File: src/sv/qs_pkg.sv
package qs_pkg;

	localparam int CW        = 36;
	localparam int S_W       = 31;
	localparam int DIV_BITS  = 47;
	localparam int SQ_STEPS  = 31;
	localparam int RAD_W     = 62;
	localparam int SQ_REM_W  = 33;
	localparam int ATAN_MAX  = 24;

	localparam logic [31:0] HALF_PI  = 32'd1686629714;
	localparam logic [31:0] FULL_PI  = 32'd3373259428;
	localparam logic [46:0] RATIO_MAX = 47'h1 << 46;
	localparam logic [16:0] T_ONE    = 17'd65536;

	typedef enum logic [1:0] {
		PATH_FIRST = 2'd0,
		PATH_AVG   = 2'd1,
		PATH_SLERP = 2'd2
	} path_t;

	typedef struct packed {
		logic [63:0]        qa;
		logic [63:0]        qb;
		logic [16:0]        t;
		logic               first;
		logic signed [31:0] c;
	} sq_side_t;

	typedef struct packed {
		logic [63:0]    qa;
		logic [63:0]    qb;
		logic [16:0]    t;
		path_t          path;
		logic [S_W-1:0] s;
	} vec_side_t;

	typedef struct packed {
		logic [63:0] qa;
		logic [63:0] qb;
		path_t       path;
	} rot_side_t;

	typedef struct packed {
		logic [63:0] qa;
		logic [63:0] qb;
		path_t       path;
		logic        ovf;
	} div_side_t;

	function automatic logic [31:0] atan_q30(input int idx);
		logic [31:0] r;
		case (idx)
			0: r = 32'd843314857;
			1: r = 32'd497837829;
			2: r = 32'd263043837;
			3: r = 32'd133525159;
			4: r = 32'd67021687;
			5: r = 32'd33543516;
			6: r = 32'd16775851;
			7: r = 32'd8388437;
			8: r = 32'd4194283;
			9: r = 32'd2097149;
			default: r = 32'd1 << (30 - idx);
		endcase
		return r;
	endfunction

	function automatic logic [63:0] isqrt64(input logic [63:0] v);
		logic [63:0] rem;
		logic [63:0] root;
		logic [63:0] bitv;
		int i;
		rem  = v;
		root = '0;
		bitv = 64'd1 << 62;
		for (i = 0; i < 32; i++) begin
			if (bitv > v) bitv = bitv >> 2;
		end
		for (i = 0; i < 32; i++) begin
			if (bitv != 64'd0) begin
				if (rem >= root + bitv) begin
					rem  = rem - (root + bitv);
					root = (root >> 1) + bitv;
				end else begin
					root = root >> 1;
				end
				bitv = bitv >> 2;
			end
		end
		return root;
	endfunction

	function automatic logic [63:0] udiv64(input logic [63:0] n, input logic [63:0] d);
		logic [63:0] q;
		logic [63:0] r;
		int i;
		q = '0;
		r = '0;
		for (i = 63; i >= 0; i--) begin
			r = {r[62:0], n[i]};
			if (r >= d) begin
				r    = r - d;
				q[i] = 1'b1;
			end
		end
		return q;
	endfunction

	function automatic logic [31:0] cordic_gain(input int stages);
		logic [63:0] k;
		logic [63:0] d;
		int i;
		k = 64'd1 << 30;
		for (i = 0; i < stages; i++) begin
			d = isqrt64((64'd1 << 60) + ((64'd1 << 60) >> (2 * i)));
			k = udiv64(k << 30, d);
		end
		return k[31:0];
	endfunction

endpackage

File: src/sv/qs_sqrt_cell.sv
module qs_sqrt_cell #(
	parameter int SIDE_W = 1
) (
	input  logic                             clk,
	input  logic                             arst_n,
	input  logic                             en,
	input  logic                             valid_in,
	input  logic [qs_pkg::SQ_REM_W-1:0]      rem_in,
	input  logic [qs_pkg::S_W-1:0]           root_in,
	input  logic [qs_pkg::RAD_W-1:0]         rad_in,
	input  logic [SIDE_W-1:0]                side_in,
	output logic                             valid_out,
	output logic [qs_pkg::SQ_REM_W-1:0]      rem_out,
	output logic [qs_pkg::S_W-1:0]           root_out,
	output logic [qs_pkg::RAD_W-1:0]         rad_out,
	output logic [SIDE_W-1:0]                side_out
);

	logic [qs_pkg::SQ_REM_W+1:0] nr, trial;
	logic                        ge;
	logic                        valid_s1;
	logic [qs_pkg::SQ_REM_W-1:0] rem_s1;
	logic [qs_pkg::S_W-1:0]      root_s1;
	logic [qs_pkg::RAD_W-1:0]    rad_s1;
	logic [SIDE_W-1:0]           side_s1;

	always_comb begin
		nr    = {rem_in, rad_in[qs_pkg::RAD_W-1 -: 2]};
		trial = (qs_pkg::SQ_REM_W+2)'({root_in, 2'b01});
		ge    = nr >= trial;
	end

	always_ff @(posedge clk or negedge arst_n) begin
		if (!arst_n) begin
			valid_s1 <= 1'b0;
		end else if (en) begin
			valid_s1 <= valid_in;
		end
	end

	always_ff @(posedge clk) begin
		if (en) begin
			rem_s1  <= ge ? qs_pkg::SQ_REM_W'(nr - trial) : qs_pkg::SQ_REM_W'(nr);
			root_s1 <= {root_in[qs_pkg::S_W-2:0], ge};
			rad_s1  <= rad_in << 2;
			side_s1 <= side_in;
		end
	end

	assign valid_out = valid_s1;
	assign rem_out   = rem_s1;
	assign root_out  = root_s1;
	assign rad_out   = rad_s1;
	assign side_out  = side_s1;

endmodule

File: config.mk
export PLATFORM = sky130hd
export DESIGN_NAME = qs_sqrt_cell
export DESIGN_NICKNAME = d
export VERILOG_FILES = /design/src/sv/qs_pkg.sv /design/src/sv/qs_sqrt_cell.sv
export SDC_FILE = /design/constraint.sdc
export NUM_CORES = 1
export LEC_CHECK = 0
export ABC_AREA = 1
export BUFFER_PORTS_ARGS = -buffer_cell sky130_fd_sc_hd__buf_2
export CAP_MARGIN = 20
export CORE_ASPECT_RATIO = 1.2
export CORE_MARGIN = 4
export CORE_UTILIZATION = 40
export DETAILED_ROUTE_END_ITERATION = 12
export PLACE_DENSITY = 0.67
export SYNTH_ARGS = -nofsm -noshare
export SYNTH_HDL_FRONTEND = slang
export SYNTH_SLANG_ARGS = --single-unit
File: constraint.sdc
create_clock -name clk -period 1.1 [get_ports clk]
set_input_delay 0.11 -clock clk [delete_from_list [all_inputs] [get_ports clk]]
set_output_delay 0.11 -clock clk [all_outputs]
set_load 0.05 [all_outputs]
==> impl_metrics.py <==
metrics = {
    "status": {
        "status": "finished with violations",
        "violations": "hold timing, setup timing",
    },
    "logic_synthesis": {
        "synth_area_um2": 7123,
        "synth_cells": 816,
        "ys_ff_latch": 126,
        "yosys_warnings": 0,
        "synth-seq-area-share": 0.5305,
        "yosysTopAreaCell": "edfxtp_1",
        "yosysTopAreaCellShare": 0.5270,
        "synth.area.top_cells": "edfxtp_1 53%, nand2_1 15%, inv_1 8.2%",
        "yosysUniqueCellTypes": 34,
        "avgSynthCellArea_um2": 8.729,
    },
    "timing": {
        "fin_crit_sh": 1.438,
        "slew_viol_final": 0,
        "setup_viol": 74,
        "hold_slack_ps": -4.206,
        "finalCriticalPeriod_ps": 1581,
        "fmax_mhz": 632.3,
        "hold_viol": 1,
        "worst_slack_ps": -481.5,
        "rsz0062_at_grt": "true",
        "clock_skew_ps": 0,
    },
    "global_routing": {
        "grt_max_degree": 39,
        "antenna_found_initial": 0,
        "overflow": 0,
        "grt_pass1_wl_um": 40370,
        "grtUsageTotal": 0.2646,
        "grt_pass1_vias": 7796,
    },
    "place": {
        "dpl_cell_area_um2": 9858,
        "gp_congestion": 0.8890,
        "pre_cts_ws_ps": -879.7,
        "hpwl_um": 17210,
        "portBuffers": 256,
        "dp_cells": 1382,
    },
    "clock_tree": {
        "worstSkewPairLatency_ps": 420,
        "cts_tree": "done",
        "cts_root_buf": "clkbuf_16",
        "clk_path_buf_depth": 2,
        "cts.sinks": 126,
        "cts-buffers-inserted": 17,
        "clk_pin_slew_ps": 70,
        "cts_max_level": 4,
    },
    "critical_path": {
        "critPathRequiredTime_ps": 1290,
        "endpoint_kind": "flop",
        "arrival_ps": 1770,
        "regToRegStartpoint": "valid_out",
        "worst-path-max-fanout": 6,
        "r2r-end": "valid_out",
        "reg2regPathDepth": 1,
        "reg2reg_setup_slack_ps": 340,
        "critical_path_class": "in -> reg",
        "startpoint_type": "primary input",
    },
    "power_and_ir_drop": {
        "p_per_area_nw_per_um2": 1330,
        "p_leak_nw": 6.590,
        "p_comb_frac": 0.368,
        "clock_power_share": 0.301,
        "p_total_mw": 18.49,
        "p_switching_mw": 6.620,
        "switching_share": 0.3580,
        "ir_drop_uv": 1044,
        "internal_power_mw": 11.87,
        "seqPwrFrac": 0.331,
    },
    "floorplan": {
        "rows": 53,
        "die-area_um2": 20020,
        "fp.dieW_um": 129.8,
        "initial_core_util": 0.4069,
        "coreArea_um2": 17510,
        "ioPinCount": 259,
        "die_y_um": 154.2,
    },
    "cells_and_area": {
        "layout.cells.non_filler": 1570,
        "final_cell_mix": "195 x nand2_1, 151 x buf_6, 127 x buf_4",
        "utilization": 0.7945,
        "final_area_um2": 13910,
        "nNetsFinal": 1501,
        "num_antenna_cells": 0,
        "drive_gt1_frac": 0.5185,
        "areaGrowthSynthToFinish_pct": 95.26,
        "final_common_cell": "nand2_1",
    },
    "routing": {
        "num_vias": 7697,
        "drt_iter0_drc": 493,
        "drt-total-wl_um": 29680,
        "wire_per_inst_um": 18.90,
        "ant_nets": 0,
        "drtPass1Iterations": 5,
        "drc_errors": 0,
        "viasPerCell": 4.903,
    },
    "worst_hold_path": {
        "min_to": "rem_out[15]",
        "hold_class": "in -> reg",
        "min_path_cells": 3,
        "min_from": "rem_in[13]",
    },
    "job": {
        "maxCapViolations": 0,
    },
}
==> synth_stat cells, drive strengths merged <==
cell type,count
nand2,297
inv,164
edfxtp,125
nand3,73
nor2,43
ha,33
a21oi,21
xor2,13
buf,11
nand3b,9
nor3,9
nand4,5
and2,3
a211oi,1
and3,1
conb,1
dfrtp,1
mux2,1
nand2b,1
o21ai,1
o21bai,1
or2,1
xnor2,1
==> area by class of cell <==
class                           instances  area [µm²]
Timing Repair Buffer                  506        4716
Multi-Input combinational cell        522        3914
Sequential cell                       126        3779
Fill cell                            1028        3598
Inverter                              164       650.6
Clock buffer                           17       425.4
Tap cell                              220       275.3
Clock inverter                         15       148.9
==> power by group through the flow <==
stage	registers [mW]	clock network, mW	logic (mW)
after floorplan	7.75	0	1.61
after global routing	6.15	5.92	7.14
after global placement	6.06	0	4.90
final	6.12	5.57	6.80
after detailed placement	6.07	0	4.96
after CTS	6.07	5.62	6.19
==> state kept, by name, summed over array words and instances (netlist names) <==
register / count
root_out: 31
rem_out: 33
side_out: 1
rad_out: 60
valid_out: 1
==> timing repair <==
| item | in CTS | in global routing |
|---|---|---|
| hold buffers | 100 | 3 |
| setup endpoints to repair | 160 | 159 |
| resized for setup | 389 | 159 |
| cloned | 7 | 6 |
| pin swaps | 32 | 51 |
| buffers inserted | 24 | 16 |
| endpoints found under the hold margin | 99 | 3 |
==> stage by stage <==
stage	setup TNS [ps]	hold slack, ps
after floorplan	-15990	-185.6
after global placement	-26990	-115.1
after detailed placement	-28580	-113.1
after CTS	-10690	1.298
after global routing	-19470	8.143
final	-15020	-4.206
==> worst max-delay path: stages <==
cell	delay, ps
buf_6	100
inv_2	50
ha_4	220
nand2_4	70
nand2_4	60
inv_1	100
nand2_2	70
nand2_2	90
nand2_2	70
nand2_4	90
nand3_4	140
nand2_8	180
buf_8	150
nand2_8	100
nand3_4	90
nand2_2	60
==> worst max path at each step <==
stage,to,cells past startpoint,from
2_1_floorplan,rem_out[19],12,root_in[26]
3_3_place_gp,rem_out[30],14,root_in[14]
3_5_place_dp,rem_out[27],15,root_in[2]
4_1_cts,rem_out[20],13,rem_in[26]
5_1_grt,rem_out[23],16,root_in[11]
6_report,rem_out[27],16,root_in[4]
==> kinds of logic (layout without fill, tap and decap cells) <==
kind of cell    after synthesis  count (layout)  synth area share
compound gates               24              24           0.01757
other cells                   1               2         0.0005265
simple gates                442             448            0.2754
flops                       126             126            0.5305
xor+xnor                     14              14           0.01721
buf+inv                     175             702           0.09924
mux                           1               1          0.001581
fa+ha+maj                    33              33           0.05797
==> metal layers <==
| metal | wire length [µm] | GRT usage |
|---|---|---|
| met5 | 0 | 0 |
| met4 | 1415 | 0.09356 |
| met3 | 1859 | 0.05596 |
| met2 | 15680 | 0.4977 |
| met1 | 10720 | 0.2879 |
Note: power is estimated with default switching activity, not from simulation.
