`src/sv/qs_pkg.sv`:
```
package qs_pkg;

	localparam int CW        = 36;
	localparam int S_W       = 31;
	localparam int DIV_BITS  = 47;
	localparam int SQ_STEPS  = 31;
	localparam int RAD_W     = 62;
	localparam int SQ_REM_W  = 33;
	localparam int ATAN_MAX  = 24;

	localparam logic [31:0] HALF_PI  = 32'd1686629714;
	localparam logic [31:0] FULL_PI  = 32'd3373259428;
	localparam logic [46:0] RATIO_MAX = 47'h1 << 46;
	localparam logic [16:0] T_ONE    = 17'd65536;

	typedef enum logic [1:0] {
		PATH_FIRST = 2'd0,
		PATH_AVG   = 2'd1,
		PATH_SLERP = 2'd2
	} path_t;

	typedef struct packed {
		logic [63:0]        qa;
		logic [63:0]        qb;
		logic [16:0]        t;
		logic               first;
		logic signed [31:0] c;
	} sq_side_t;

	typedef struct packed {
		logic [63:0]    qa;
		logic [63:0]    qb;
		logic [16:0]    t;
		path_t          path;
		logic [S_W-1:0] s;
	} vec_side_t;

	typedef struct packed {
		logic [63:0] qa;
		logic [63:0] qb;
		path_t       path;
	} rot_side_t;

	typedef struct packed {
		logic [63:0] qa;
		logic [63:0] qb;
		path_t       path;
		logic        ovf;
	} div_side_t;

	function automatic logic [31:0] atan_q30(input int idx);
		logic [31:0] r;
		case (idx)
			0: r = 32'd843314857;
			1: r = 32'd497837829;
			2: r = 32'd263043837;
			3: r = 32'd133525159;
			4: r = 32'd67021687;
			5: r = 32'd33543516;
			6: r = 32'd16775851;
			7: r = 32'd8388437;
			8: r = 32'd4194283;
			9: r = 32'd2097149;
			default: r = 32'd1 << (30 - idx);
		endcase
		return r;
	endfunction

	function automatic logic [63:0] isqrt64(input logic [63:0] v);
		logic [63:0] rem;
		logic [63:0] root;
		logic [63:0] bitv;
		int i;
		rem  = v;
		root = '0;
		bitv = 64'd1 << 62;
		for (i = 0; i < 32; i++) begin
			if (bitv > v) bitv = bitv >> 2;
		end
		for (i = 0; i < 32; i++) begin
			if (bitv != 64'd0) begin
				if (rem >= root + bitv) begin
					rem  = rem - (root + bitv);
					root = (root >> 1) + bitv;
				end else begin
					root = root >> 1;
				end
				bitv = bitv >> 2;
			end
		end
		return root;
	endfunction

	function automatic logic [63:0] udiv64(input logic [63:0] n, input logic [63:0] d);
		logic [63:0] q;
		logic [63:0] r;
		int i;
		q = '0;
		r = '0;
		for (i = 63; i >= 0; i--) begin
			r = {r[62:0], n[i]};
			if (r >= d) begin
				r    = r - d;
				q[i] = 1'b1;
			end
		end
		return q;
	endfunction

	function automatic logic [31:0] cordic_gain(input int stages);
		logic [63:0] k;
		logic [63:0] d;
		int i;
		k = 64'd1 << 30;
		for (i = 0; i < stages; i++) begin
			d = isqrt64((64'd1 << 60) + ((64'd1 << 60) >> (2 * i)));
			k = udiv64(k << 30, d);
		end
		return k[31:0];
	endfunction

endpackage

```
`src/sv/qs_cordic_cell.sv`:
```
module qs_cordic_cell #(
	parameter int IDX       = 0,
	parameter bit VECTORING = 1'b0,
	parameter int SIDE_W    = 1
) (
	input  logic                          clk,
	input  logic                          arst_n,
	input  logic                          en,
	input  logic                          valid_in,
	input  logic signed [qs_pkg::CW-1:0]  x_in,
	input  logic signed [qs_pkg::CW-1:0]  y_in,
	input  logic signed [qs_pkg::CW-1:0]  z_in,
	input  logic [SIDE_W-1:0]             side_in,
	output logic                          valid_out,
	output logic signed [qs_pkg::CW-1:0]  x_out,
	output logic signed [qs_pkg::CW-1:0]  y_out,
	output logic signed [qs_pkg::CW-1:0]  z_out,
	output logic [SIDE_W-1:0]             side_out
);

	localparam logic signed [qs_pkg::CW-1:0] ATAN_C =
		$signed(qs_pkg::CW'(qs_pkg::atan_q30(IDX)));

	logic signed [qs_pkg::CW-1:0] xs, ys, x_nx, y_nx, z_nx;
	logic                         ccw;
	logic                         valid_s1;
	logic signed [qs_pkg::CW-1:0] x_s1, y_s1, z_s1;
	logic [SIDE_W-1:0]            side_s1;

	always_comb begin
		xs  = x_in >>> IDX;
		ys  = y_in >>> IDX;
		ccw = VECTORING ? y_in[qs_pkg::CW-1] : ~z_in[qs_pkg::CW-1];
		if (ccw) begin
			x_nx = x_in - ys;
			y_nx = y_in + xs;
			z_nx = z_in - ATAN_C;
		end else begin
			x_nx = x_in + ys;
			y_nx = y_in - xs;
			z_nx = z_in + ATAN_C;
		end
	end

	always_ff @(posedge clk or negedge arst_n) begin
		if (!arst_n) begin
			valid_s1 <= 1'b0;
		end else if (en) begin
			valid_s1 <= valid_in;
		end
	end

	always_ff @(posedge clk) begin
		if (en) begin
			x_s1    <= x_nx;
			y_s1    <= y_nx;
			z_s1    <= z_nx;
			side_s1 <= side_in;
		end
	end

	assign valid_out = valid_s1;
	assign x_out     = x_s1;
	assign y_out     = y_s1;
	assign z_out     = z_s1;
	assign side_out  = side_s1;

endmodule

```
`config.mk`:
```
export PLATFORM = sky130hd
export DESIGN_NAME = qs_cordic_cell
export DESIGN_NICKNAME = d
export VERILOG_FILES = /design/src/sv/qs_pkg.sv /design/src/sv/qs_cordic_cell.sv
export SDC_FILE = /design/constraint.sdc
export NUM_CORES = 1
export LEC_CHECK = 0
export BUFFER_PORTS_ARGS = -buffer_cell sky130_fd_sc_hd__clkbuf_2
export CAP_MARGIN = 40
export CORE_MARGIN = 2
export CORE_UTILIZATION = 43
export CTS_BUF_LIST = sky130_fd_sc_hd__clkbuf_8
export CTS_CLUSTER_SIZE = 16
export DETAILED_ROUTE_END_ITERATION = 8
export SYNTH_ARGS = -nofsm -noshare
export SYNTH_HDL_FRONTEND = slang
export SYNTH_SLANG_ARGS = --single-unit
```
`constraint.sdc`:
```
create_clock -name clk -period 0.9 [get_ports clk]
set_input_delay 0.27 -clock clk [delete_from_list [all_inputs] [get_ports clk]]
set_output_delay 0.27 -clock clk [all_outputs]
set_load 0.01 [all_outputs]
```
==> Implementation_results.wiki, run 1 <==
{| class="wikitable"
! Metric !! Value
|-
| Worst setup slack after placement || -2.28 ns
|-
| Number of ports placed on the die boundary || 223
|-
| Startpoint class of the critical path || primary input
|-
| Layout filler cell count || 1875
|-
| Number of instances on the worst hold path || 1
|-
| P_leak || 8.94 nW
|-
| Combinational power share || 55.8%
|-
| Worst endpoint data arrival time || 2.87 ns
|-
| Worst-case vdd ir drop || 754 uV
|-
| Slew at the pin with the worst max-slew slack || 0.523 ns
|-
| Count of cell types in the netlist || 80
|-
| Clock latency reported for the late side of the worst-skew pair || 0.39 ns
|-
| Power per cell area || 1220 nW/um^2
|-
| Overall Power || 23.4 mW
|-
| Setup repair after global routing missed its margin || true
|-
| Required time worst endpoint || 1.06 ns
|-
| Synthesized netlist net count || 1559
|-
| Site row count || 59
|-
| Max Clock Freq || 369 MHz
|-
| Total number of vias || 12774
|-
| DRT iter0 DRCs || 981
|-
| Hold endpoint || side_out
|-
| Synthesized flop and latch total || 109
|-
| Sequential cell area || 3270 sq um
|-
| Maximum buffer depth of the clock tree || 2
|-
| Number of pins exceeding their max-slew limit in the final report || 0
|-
| DRC Markers || 0
|-
| Pin count of the biggest net entering global routing || 50
|-
| Post-DR wirelength/cell || 18.4 um
|-
| TritonCTS clock tree || yes
|-
| Final setup violation count || 214
|-
| Run status || complete, but fails checks
|-
| Total half-perimeter wirelength after legalization and detailed placement || 31400 um
|-
| Hold Startpoint || side_in
|-
| Grt ovf || 0
|-
| Overall Global Routing Usage || 29.1%
|-
| Endpoint class of the critical path || flop
|-
| Syn-to-layout area delta || 71.0%
|-
| Share of layout cells above drive strength 1 || 53.2%
|-
| Launching point of the worst reg2reg path || valid_out
|-
| Vias/cell || 5.42
|-
| CP cell instances || buf_8 -> ha_4 -> inv_2 -> fa_2 -> o21ba_4 -> o21ai_4 -> a31oi_4 -> nor4_4 -> nor3_2 -> o311ai_2 -> o21ai_2 -> a2111oi_4 -> o31ai_2 -> xnor2_1
|-
| Chip Width || 166 um
|-
| MaxCap Viol Count || 0
|-
| Ys flop type || sky130_fd_sc_hd__edfxtp_1
|-
| Fraction of power spent switching nets || 38.3%
|-
| Router iterations before antenna repair || 5
|-
| Wire length of the first global-routing pass || 62700 um
|-
| Number of enable-type register cells in the synthesized netlist || 108
|-
| Failing checks || setup timing
|-
| Critical R2R Capture || valid_out
|-
| Async set-reset flop share out of synthesis || 0.917%
|-
| Multi-input combinational cell area || 9230 sq um
|-
| Fraction of power consumed by sequential logic || 30.0%
|-
| Worst Setup Path Type || primary input to flop
|-
| Fin worst setup slack || -1.81 ns
|-
| Post-Synthesis Cells || 1299
|-
| TritonCTS Buffers || 9
|-
| Number of failing hold endpoints at the final stage || 0
|-
| Initial Util || 43.4%
|-
| Vias in the first global route || 12511
|-
| Portion of synthesized cell area occupied by the leading cell type || 28.9%
|-
| Final setup skew || 0 ns
|-
| Cell type contributing the most total cell area after synthesis || sky130_fd_sc_hd__edfxtp_1
|-
| Die span in y || 166 um
|-
| R2r worst-path depth || 1
|-
| Buffers and inverters on the worst path || 2
|-
| Final antenna-violating net count || 0
|-
| Int Pwr || 14.4 mW
|-
| Dominant cells by area after synthesis || sky130_fd_sc_hd__edfxtp_1, sky130_fd_sc_hd__ha_1, sky130_fd_sc_hd__a21oi_1
|-
| Average size of a mapped cell || 8.63 sq um
|-
| Final nets || 2274
|-
| Max FO, Critical Path || 3
|-
| End-of-flow core utilization || 74.2%
|-
| Root buf cell || sky130_fd_sc_hd__clkbuf_8
|-
| CP top delay family || compound AO/OA/AOI/OAI gates
|-
| Switching power || 8.95 mW
|-
| Clock network fraction of total power || 14.2%
|-
| Crit share post-route || 301%
|-
| Final critical-path required period || 2.71 ns
|-
| Clock transition at the registers of the reported paths || 0.11 ns
|-
| Final setup TNS || -162.97 ns
|-
| Worst-case headroom to the max-slew limit || 64.8%
|-
| CTS H-Tree Depth || 3
|-
| Number of input and output port buffers inserted || 222
|-
| HP Class || primary input to flop
|-
| Aggregate routed wire length || 43300 um
|-
| Routability Congestion || 0.960
|-
| Count of yosys warnings during synthesis || 0
|-
| Worst reg2reg setup slack || 0.15 ns
|-
| Critical Path Max Stage Delay || 0.39 ns
|-
| Netlist Area Pre-Place || 11200 sq um
|-
| Placeable core area || 25800 sq um
|-
| Number of sinks handled by clock tree synthesis || 109
|-
| Number of antenna violations at the first check in global routing || 1
|-
| Sequential element share of the synthesized area || 29.1%
|-
| Die Area || 27400 sq um
|-
| Crit path max-delay cell type || sky130_fd_sc_hd__a2111oi_4
|}
## metrics by stage
step | hold slack, ns | cell area [sq um] | cells
3_3_place_gp | 0.0443 | 16500 | 2265
2_1_floorplan | -0.0256 | 11700 | 1299
5_1_grt | 0.0319 | 19200 | 2356
4_1_cts | 0.0307 | 18200 | 2326
6_report | 0.0498 | 19200 | 2356
3_5_place_dp | 0.0469 | 16500 | 2265
## sequential cells by signal, indices dropped and copies added, names as in the netlist
register	flops
side_out	1
valid_out	1
x_out	36
y_out	35
z_out	36
## layout by cell type (no fill, tap or decap), types with 38 or more instances in the layout
master	netlist	routed
sky130_fd_sc_hd__buf_4	1	463
sky130_fd_sc_hd__clkbuf_2	0	205
sky130_fd_sc_hd__ha_1	143	114
sky130_fd_sc_hd__a21oi_1	178	110
sky130_fd_sc_hd__inv_1	122	109
sky130_fd_sc_hd__edfxtp_1	108	108
sky130_fd_sc_hd__nor2_1	89	75
sky130_fd_sc_hd__xnor2_1	80	65
sky130_fd_sc_hd__buf_6	1	62
sky130_fd_sc_hd__nand2_1	74	57
sky130_fd_sc_hd__a21oi_2	1	55
sky130_fd_sc_hd__a21o_1	42	42
sky130_fd_sc_hd__o21ai_0	85	38
## Yosys cell counts (all sizes together) (27+ instances only)
| cell | n |
|---|---|
| edfxtp | 108 |
| o21ai | 89 |
| mux2i | 27 |
| inv | 122 |
| xnor2 | 80 |
| nor2 | 89 |
| o21bai | 31 |
| nand2 | 74 |
| a21oi | 179 |
| a21o | 42 |
| ha | 143 |
| clkbuf | 28 |
| nor3 | 30 |
## power groups by stage
| stage | combinational (mW) | clock, mW | sequential, mW |
|---|---|---|---|
| after global placement | 10.2 | 0 | 7.10 |
| after floorplan | 4.83 | 0 | 7.55 |
| after detailed placement | 10.3 | 0 | 7.12 |
| after CTS | 11.8 | 3.33 | 7.01 |
| final | 13.0 | 3.32 | 7.01 |
| after global routing | 13.9 | 3.50 | 7.10 |
## worst max-delay path by stage
stage               cells past startpoint  slack, ns  startpoint         to
floorplan                              15      -1.89    z_in[35]  z_out[32]
finish                                 14      -1.81     x_in[0]  y_out[34]
global placement                       14      -2.23     x_in[0]  y_out[34]
CTS                                    14      -1.78     x_in[0]  y_out[34]
global route                           13      -1.90     y_in[1]  x_out[34]
detailed placement                     16      -2.28     y_in[0]  x_out[32]
## repair_timing
item                                    4_1_cts  5_1_grt
resized for setup                           269      170
pin swaps                                   147      141
setup buffers                                56       38
hold endpoints to repair                      1        0
hold buffers                                  1        0
endpoints found under the setup margin      214      214
## kinds of logic after synthesis
kind of cell	after synthesis	synth area share, %
flops	109	29.1
fa+ha+maj	147	16.7
simple gates	295	12.7
xor+xnor	101	7.89
mux	28	2.51
buf+inv	174	6.06
compound gates	445	25.1
## per-layer routing
metal / track usage (%) / vias to the layer above / share of wire [%]
met5: 0 / - / 0
met1: 35.8 / 6054 / 41
met2: 52.8 / 488 / 51
met3: 4.07 / 112 / 5.4
met4: 8.19 / 0 / 3.1
li1: - / 6120 / -
## cell type report
type	count	share of cell area (%)
Timing Repair Buffer	753	28.9
Inverter	125	2.66
Sequential cell	109	17.0
Clock inverter	7	0.378
Clock buffer	9	0.646
Multi-Input combinational cell	1016	48.1
Tap cell	335	2.18
Antenna cell	2	0.0261
Note: power is estimated with default switching activity, not from simulation.
==> inputs of run 2 (changes only) <==
--- a/config.mk
+++ b/config.mk
@@ -12,6 +12,7 @@
 export CTS_BUF_LIST = sky130_fd_sc_hd__clkbuf_8
 export CTS_CLUSTER_SIZE = 16
 export DETAILED_ROUTE_END_ITERATION = 8
+export RECOVER_POWER = 100
 export SYNTH_ARGS = -nofsm -noshare
 export SYNTH_HDL_FRONTEND = slang
 export SYNTH_SLANG_ARGS = --single-unit
==> run 2 against run 1 <==
The run still ends with setup timing left. Sequential cell count is the same. Wire length shrank 0.22%. Clock-buffer cell count is the same. Clock power is essentially flat. Power shrank 0.30%. First-iteration DRC count shrank 8.4%. Utilization shrank 0.30 points. Critical path depth is the same. Largest power group unchanged.
==> Implementation_results.wiki, run 2 (same netlist as run 1, synthesis figures left out) <==
{| class="wikitable"
! Metric !! Value
|-
| Crit share post-route || 301% (about the same)
|-
| Layout filler cell count || 1891 (was 1875)
|-
| Die span in y || 166 um (unchanged)
|-
| Wire length of the first global-routing pass || 62700 um (unchanged)
|-
| Vias in the first global route || 12511 (unchanged)
|-
| Worst endpoint data arrival time || 2.86 ns (was 2.87 ns)
|-
| HP Class || primary input to flop (unchanged)
|-
| DRC Markers || 0 (unchanged)
|-
| Root buf cell || sky130_fd_sc_hd__clkbuf_8 (unchanged)
|-
| Total half-perimeter wirelength after legalization and detailed placement || 31400 um (unchanged)
|-
| Final setup TNS || -165.43 ns (was -162.97 ns)
|-
| Die Area || 27400 sq um (unchanged)
|-
| Number of sinks handled by clock tree synthesis || 109 (unchanged)
|-
| Slew at the pin with the worst max-slew slack || 0.573 ns (was 0.523 ns)
|-
| Required time worst endpoint || 1.05 ns (was 1.06 ns)
|-
| Multi-input combinational cell area || 9230 sq um (unchanged)
|-
| Syn-to-layout area delta || 70.3% (was 71.0%)
|-
| Number of pins exceeding their max-slew limit in the final report || 0 (unchanged)
|-
| Number of instances on the worst hold path || 1 (unchanged)
|-
| Site row count || 59 (unchanged)
|-
| Worst-case headroom to the max-slew limit || 61.8% (was 64.8%)
|-
| Final antenna-violating net count || 0 (unchanged)
|-
| Placeable core area || 25800 sq um (unchanged)
|-
| Failing checks || setup timing (unchanged)
|-
| Number of failing hold endpoints at the final stage || 0 (unchanged)
|-
| Chip Width || 166 um (unchanged)
|-
| Worst Setup Path Type || primary input to flop (unchanged)
|-
| Final setup skew || 0 ns (unchanged)
|-
| DRT iter0 DRCs || 899 (was 981)
|-
| P_leak || 8.91 nW (was 8.94 nW)
|-
| Final critical-path required period || 2.71 ns (about the same)
|-
| Most common cell after layout, fill and taps aside || sky130_fd_sc_hd__buf_4 (unchanged)
|-
| Sequential cell area || 3270 sq um (unchanged)
|-
| Maximum buffer depth of the clock tree || 2 (unchanged)
|-
| Vias/cell || 5.42 (about the same)
|-
| Router iterations before antenna repair || 5 (unchanged)
|-
| Number of ports placed on the die boundary || 223 (unchanged)
|-
| Final setup violation count || 214 (unchanged)
|-
| R2r worst-path depth || 1 (unchanged)
|-
| Pin count of the biggest net entering global routing || 50 (unchanged)
|-
| Number of antenna violations at the first check in global routing || 1 (unchanged)
|-
| Number of input and output port buffers inserted || 222 (unchanged)
|-
| Clock latency reported for the late side of the worst-skew pair || 0.39 ns (about the same)
|-
| Worst-case vdd ir drop || 754 uV (about the same)
|-
| Final nets || 2274 (unchanged)
|-
| Max FO, Critical Path || 3 (unchanged)
|-
| MaxCap Viol Count || 0 (unchanged)
|-
| Clock transition at the registers of the reported paths || 0.11 ns (about the same)
|-
| Aggregate routed wire length || 43200 um (was 43300 um)
|-
| Setup repair after global routing missed its margin || true (unchanged)
|-
| Share of layout cells above drive strength 1 || 53.1% (was 53.2%)
|-
| Post-DR wirelength/cell || 18.4 um (about the same)
|-
| Fin worst setup slack || -1.81 ns (about the same)
|-
| Initial Util || 43.4% (unchanged)
|-
| Overall Global Routing Usage || 29.1% (unchanged)
|-
| End-of-flow core utilization || 73.9% (was 74.2%)
|-
| CTS H-Tree Depth || 3 (unchanged)
|-
| Total number of vias || 12769 (was 12774)
|-
| Run status || complete, but fails checks (unchanged)
|-
| Power per cell area || 1220 nW/um^2 (about the same)
|-
| Routability Congestion || 0.960 (unchanged)
|-
| TritonCTS clock tree || yes (unchanged)
|-
| Highest-count cells in the layout ignoring fill and taps || sky130_fd_sc_hd__buf_4, sky130_fd_sc_hd__clkbuf_2, sky130_fd_sc_hd__ha_1, sky130_fd_sc_hd__a21oi_1, sky130_fd_sc_hd__inv_1 (unchanged)
|-
| Endpoint class of the critical path || flop (unchanged)
|-
| Startpoint class of the critical path || primary input (unchanged)
|-
| Grt ovf || 0 (unchanged)
|-
| Worst reg2reg setup slack || 0.15 ns (about the same)
|-
| TritonCTS Buffers || 9 (unchanged)
|-
| Max Clock Freq || 369 MHz (about the same)
|}
-- run 2: area by class of cell --
type / instances / area share, %
Tap cell: 335 / 2.19
Clock buffer: 9 / 0.648
Antenna cell: 2 / 0.0262
Inverter: 125 / 2.60
Clock inverter: 7 / 0.380
Multi-Input combinational cell: 1016 / 48.3
Timing Repair Buffer: 753 / 28.7
Sequential cell: 109 / 17.1
-- run 2: stage by stage --
| stage | cells | instance area [sq um] | setup WS [ns] | total power [mW] | hold WS, ns |
|---|---|---|---|---|---|
| detailed placement | 2265 | 16500 | -2.28 | 17.4 | 0.0469 |
| CTS | 2326 | 18200 | -1.78 | 22.1 | 0.0307 |
| floorplan | 1299 | 11700 | -1.89 | 12.4 | -0.0256 |
| finish | 2356 | 19100 | -1.81 | 23.3 | 0.0503 |
| global placement | 2265 | 16500 | -2.23 | 17.3 | 0.0443 |
| global route | 2356 | 19100 | -1.90 | 24.5 | 0.0319 |
-- run 2: final timing paths --
kind / from / end
min: side_in / side_out
max: x_in[0] / y_out[34]
max in group asynchronous: arst_n / valid_out
min in group asynchronous: arst_n / valid_out
min reg2reg: valid_out / valid_out
max reg2reg: valid_out / valid_out
-- run 2: critical path: stages --
cell                        delay [ns]
sky130_fd_sc_hd__buf_8            0.08
sky130_fd_sc_hd__ha_4             0.12
sky130_fd_sc_hd__inv_2            0.04
sky130_fd_sc_hd__fa_2             0.35
sky130_fd_sc_hd__o21ba_4          0.22
sky130_fd_sc_hd__o21ai_4          0.18
sky130_fd_sc_hd__a31oi_4          0.12
sky130_fd_sc_hd__nor4_4           0.26
sky130_fd_sc_hd__nor3_2           0.09
sky130_fd_sc_hd__o311ai_2         0.34
sky130_fd_sc_hd__o21ai_2          0.13
sky130_fd_sc_hd__a2111oi_4        0.39
sky130_fd_sc_hd__o31ai_2          0.12
sky130_fd_sc_hd__xnor2_1          0.14
-- run 2: timing repair --
action | 4_1_cts | 5_1_grt
endpoints found under the hold margin | 1 | 0
pin swaps | 147 | 141
resized for setup | 269 | 170
setup endpoints to repair | 214 | 214
hold buffers | 1 | 0
buffers inserted | 56 | 38
-- run 2: layer usage --
layer	up-vias	track usage [%]	share of wire, %
met5	-	0	0
met4	0	8.19	3.1
met3	101	4.07	5.2
met2	464	52.8	51
met1	6087	35.8	41
li1	6117	-	-
-- run 2: report_power, final --
part           switching [mW]  internal, mW  leakage [nW]
sequential              0.270          6.74          1.07
combinational            6.65          6.33          7.74
clock                    1.99          1.30         0.101
total                    8.91          14.4          8.91
==> inputs of run 3 (changes only) <==
--- a/config.mk
+++ b/config.mk
@@ -7,11 +7,14 @@
 export LEC_CHECK = 0
 export BUFFER_PORTS_ARGS = -buffer_cell sky130_fd_sc_hd__clkbuf_2
 export CAP_MARGIN = 40
+export CELL_PAD_IN_SITES_DETAIL_PLACEMENT = 1
+export CELL_PAD_IN_SITES_GLOBAL_PLACEMENT = 1
 export CORE_MARGIN = 2
 export CORE_UTILIZATION = 43
 export CTS_BUF_LIST = sky130_fd_sc_hd__clkbuf_8
 export CTS_CLUSTER_SIZE = 16
 export DETAILED_ROUTE_END_ITERATION = 8
+export PLACE_DENSITY_LB_ADDON = 0.1
 export RECOVER_POWER = 100
 export SYNTH_ARGS = -nofsm -noshare
 export SYNTH_HDL_FRONTEND = slang
==> run 3 against run 2 <==
The run now fails in clock tree synthesis. Synthesized area stayed put. Synthesized cell count is the same.
==> Implementation_results.wiki, run 3 <==
{| class="wikitable"
! Metric !! Value
|-
| Run status || aborted with a tool error (was complete, but fails checks)
|-
| Synthesized netlist net count || 1559 (unchanged)
|-
| Most common cell in the netlist || sky130_fd_sc_hd__a21oi_1 (unchanged)
|-
| Root buf cell || sky130_fd_sc_hd__clkbuf_8 (unchanged)
|-
| Total half-perimeter wirelength after legalization and detailed placement || 38300 um (was 31400 um)
|-
| Site row count || 59 (unchanged)
|-
| Placed insts || 2264 (was 2265)
|-
| Average size of a mapped cell || 8.63 sq um (unchanged)
|-
| Post-Synthesis Cells || 1299 (unchanged)
|-
| Async set-reset flop share out of synthesis || 0.917% (unchanged)
|-
| Number of enable-type register cells in the synthesized netlist || 108 (unchanged)
|-
| CTS H-Tree Depth || 3 (unchanged)
|-
| Last stage reached || clock tree synthesis
|-
| Error message || [ERROR DPL-0033] detailed placement checks failed during check placement.
|-
| Dominant cells by area after synthesis || sky130_fd_sc_hd__edfxtp_1, sky130_fd_sc_hd__ha_1, sky130_fd_sc_hd__a21oi_1 (unchanged)
|-
| Ys flop type || sky130_fd_sc_hd__edfxtp_1 (unchanged)
|-
| Synthesized flop and latch total || 109 (unchanged)
|-
| Synth top cells by count || sky130_fd_sc_hd__a21oi_1, sky130_fd_sc_hd__ha_1, sky130_fd_sc_hd__inv_1 (unchanged)
|-
| Quantity of gates resized following cts || 271 (was 269)
|-
| Initial Util || 43.4% (unchanged)
|-
| Number of setup buffers added after CTS || 93 (was 56)
|-
| Die span in y || 166 um (unchanged)
|-
| Post-place instance area || 16500 sq um (about the same)
|-
| Cell type contributing the most total cell area after synthesis || sky130_fd_sc_hd__edfxtp_1 (unchanged)
|-
| Netlist Area Pre-Place || 11200 sq um (unchanged)
|-
| Portion of synthesized cell area occupied by the leading cell type || 28.9% (unchanged)
|-
| TritonCTS Buffers || 9 (unchanged)
|-
| Cts hold-fix bufs || 1 (unchanged)
|-
| Count of cell types in the netlist || 80 (unchanged)
|-
| Number of input and output port buffers inserted || 222 (unchanged)
|-
| Number of ports placed on the die boundary || 223 (unchanged)
|-
| Count of yosys warnings during synthesis || 0 (unchanged)
|-
| Chip Width || 166 um (unchanged)
|-
| Sequential element share of the synthesized area || 29.1% (unchanged)
|-
| Number of sinks handled by clock tree synthesis || 109 (unchanged)
|-
| Maximum buffer depth of the clock tree || 2 (unchanged)
|-
| Routability Congestion || 0.962 (was 0.960)
|}
## run 3: cell counts after synthesis
No cell type changed its count.
## run 3: logic make-up after synthesis
group	share of synthesized area [%]
adders and majority gates	16.7
DFF	29.1
buffers and inverters	6.06
xor gates and xnor gates	7.89
AOI/OAI and AO/OA	25.1
and+or+nand+nor	12.7
muxes	2.51
## run 3: metrics by stage
step / setup slack (ns) / hold WS [ns] / setup TNS, ns
after floorplan: -1.89 / -0.0256 / -135.25
after detailed placement: -2.35 / 0.0551 / -199.01
after global placement: -2.26 / 0.0450 / -188.50
==> inputs of run 4 (changes only) <==
==> config.mk (replaced) <==
export PLATFORM = sky130hd
export DESIGN_NAME = qs_cordic_cell
export DESIGN_NICKNAME = d
export VERILOG_FILES = /design/src/sv/qs_pkg.sv /design/src/sv/qs_cordic_cell.sv
export SDC_FILE = /design/constraint.sdc
export NUM_CORES = 1
export LEC_CHECK = 0
export BUFFER_PORTS_ARGS = -buffer_cell sky130_fd_sc_hd__clkbuf_2
export CAP_MARGIN = 40
export CORE_MARGIN = 2
export CORE_UTILIZATION = 28
export DETAILED_ROUTE_END_ITERATION = 8
export PLACE_DENSITY_LB_ADDON = 0.15
export RECOVER_POWER = 100
export SYNTH_ARGS = -nofsm -noshare
export SYNTH_HDL_FRONTEND = slang
export SYNTH_SLANG_ARGS = --single-unit
==> run 4 against run 3 <==
The flow now finishes, with violations (setup timing).
==> Implementation_results.wiki, run 4 (same netlist as run 1, synthesis figures left out) <==
{| class="wikitable"
! Metric !! Value
|-
| Hold endpoint || side_out
|-
| Worst reg2reg setup slack || 0.16 ns
|-
| Final antenna-violating net count || 0
|-
| Worst endpoint data arrival time || 2.87 ns
|-
| Power per cell area || 1250 nW/um^2
|-
| Site row count || 73 (was 59)
|-
| Number of antenna violations at the first check in global routing || 0
|-
| Highest-count cells in the layout ignoring fill and taps || sky130_fd_sc_hd__buf_4, sky130_fd_sc_hd__clkbuf_2, sky130_fd_sc_hd__a21oi_1, sky130_fd_sc_hd__ha_1, sky130_fd_sc_hd__inv_1
|-
| Placeable core area || 39600 sq um
|-
| Vias in the first global route || 12293
|-
| Clock transition at the registers of the reported paths || 0.09 ns
|-
| Launching point of the worst reg2reg path || valid_out
|-
| Syn-to-layout area delta || 75.7%
|-
| Number of failing hold endpoints at the final stage || 0
|-
| CP cell instances || buf_8 -> ha_4 -> inv_2 -> fa_2 -> o21ba_4 -> o21ai_4 -> a31oi_4 -> nor4_4 -> nor3_2 -> o311ai_2 -> o21ai_2 -> a2111oi_4 -> o211ai_1 -> o311a_2
|-
| Share of layout cells above drive strength 1 || 53.3%
|-
| Post-DR wirelength/cell || 17.1 um
|-
| Fraction of power spent switching nets || 37.2%
|-
| Worst-case vdd ir drop || 903 uV
|-
| TritonCTS Buffers || 9 (unchanged)
|-
| Clock network fraction of total power || 18.4%
|-
| Switching power || 9.15 mW
|-
| Number of pins exceeding their max-slew limit in the final report || 0
|-
| P_leak || 9.10 nW
|-
| R2r worst-path depth || 1
|-
| MaxCap Viol Count || 0
|-
| Grt ovf || 0
|-
| Number of input and output port buffers inserted || 222 (unchanged)
|-
| Max Clock Freq || 369 MHz
|-
| Int Pwr || 15.4 mW
|-
| HP Class || primary input to flop
|-
| Fraction of power consumed by sequential logic || 28.4%
|-
| Final setup violation count || 269
|-
| Slew at the pin with the worst max-slew slack || 0.626 ns
|-
| Router iterations before antenna repair || 5
|-
| Worst setup slack after placement || -2.32 ns (was -2.35 ns)
|-
| Die span in y || 204 um (was 166 um)
|-
| Diode insertion count for antenna repair || 0
|-
| Root buf cell || sky130_fd_sc_hd__clkbuf_16 (was sky130_fd_sc_hd__clkbuf_8)
|-
| DRT iter0 DRCs || 624
|-
| Routability Congestion || 0.911 (was 0.962)
|-
| Crit path max-delay cell type || sky130_fd_sc_hd__a2111oi_4
|-
| Most common cell after layout, fill and taps aside || sky130_fd_sc_hd__buf_4
|-
| TritonCTS clock tree || yes
|-
| CTS H-Tree Depth || 3 (unchanged)
|-
| Total number of vias || 12310
|-
| Number of sinks handled by clock tree synthesis || 109 (unchanged)
|-
| Die Area || 41700 sq um
|-
| Setup repair after global routing missed its margin || true
|-
| Final setup TNS || -172.04 ns
|-
| Vias/cell || 4.80
|-
| Fin worst setup slack || -1.81 ns
|-
| Maximum buffer depth of the clock tree || 2 (unchanged)
|-
| Pin count of the biggest net entering global routing || 50
|-
| Failing checks || setup timing
|-
| Worst-case headroom to the max-slew limit || 58.2%
|-
| Critical Path Max Stage Delay || 0.38 ns
|-
| Crit share post-route || 301%
|-
| Wire length of the first global-routing pass || 66500 um
|-
| Chip Width || 204 um (was 166 um)
|-
| Final setup skew || 0 ns
|-
| Hold Startpoint || side_in
|-
| Total half-perimeter wirelength after legalization and detailed placement || 34700 um (was 38300 um)
|-
| Clock latency reported for the late side of the worst-skew pair || 0.39 ns
|-
| Worst Setup Path Type || primary input to flop
|-
| Run status || complete, but fails checks (was aborted with a tool error)
|-
| Final nets || 2295
|-
| DRC Markers || 0
|-
| Number of ports placed on the die boundary || 223 (unchanged)
|-
| Required time worst endpoint || 1.06 ns
|-
| Number of instances on the worst hold path || 1
|-
| Combinational power share || 53.2%
|-
| Overall Global Routing Usage || 20.6%
|-
| Max FO, Critical Path || 3
|-
| Aggregate routed wire length || 43900 um
|-
| Final critical-path required period || 2.71 ns
|-
| End-of-flow core utilization || 49.7%
|-
| Startpoint class of the critical path || primary input
|-
| Critical R2R Capture || valid_out
|-
| Initial Util || 28.3% (was 43.4%)
|-
| Endpoint class of the critical path || flop
|-
| Overall Power || 24.6 mW
|}
## run 4: worst max-delay path: cells and delay by family
kind,cells,cell delay (ns)
compound gates,8,1.64
fa+ha+maj,2,0.48
buf+inv,2,0.12
simple gates,2,0.37
## run 4: metal layers
layer  track usage (%)  wire length, um  up-vias
li1                  -                -     6148
met1              27.8            20400     5875
met2              34.9            21300      259
met3              2.10             1490       28
met4              5.72              675        0
met5                 0                0        -
## run 4: per-stage QoR
step	area, sq um	hold WS (ns)	cells
after floorplan	11700	-0.0256	1299
after global placement	17000	0.0446	2484
after detailed placement	17000	0.0460	2484
after CTS	18600	0.0358	2536
after global routing	19700	0.0492	2565
final	19700	0.0558	2565
## run 4: repair_timing
| item | CTS | global route |
|---|---|---|
| buffers inserted | 41 | 51 |
| hold buffers | 1 | 0 |
| hold endpoints to repair | 1 | 0 |
| gates cloned | 1 | 0 |
| endpoints found under the setup margin | 214 | 214 |
| pin swaps | 98 | 125 |
| resized for setup | 239 | 203 |
## run 4: area by class of cell
class                      instances  area (sq um)
clock buffer                       9           225
clock inverter                     7          82.6
fill                            3864         19900
inverter                         125           499
multi-input combinational       1016          9260
sequential                       109          3270
tap                              525           657
timing repair buffer             773          5710
timing repair inverter             1          16.3
## run 4: power by group through the flow
stage / clock, mW / combinational (mW) / sequential, mW
after floorplan: 0 / 4.83 / 7.55
after global placement: 0 / 10.7 / 7.10
after detailed placement: 0 / 10.7 / 7.11
after CTS: 4.71 / 12.0 / 7.01
after global routing: 4.83 / 14.1 / 7.08
final: 4.52 / 13.1 / 6.98
## run 4: how the worst max path moves through the flow
stage	start	end	depth (start not counted)	slack, ns
after floorplan	z_in[35]	z_out[32]	15	-1.89
after global placement	y_in[0]	x_out[32]	15	-2.31
after detailed placement	y_in[0]	x_out[32]	15	-2.32
after CTS	x_in[0]	y_out[34]	14	-1.75
after global routing	x_in[0]	x_out[34]	14	-1.89
final	x_in[0]	x_out[34]	14	-1.81
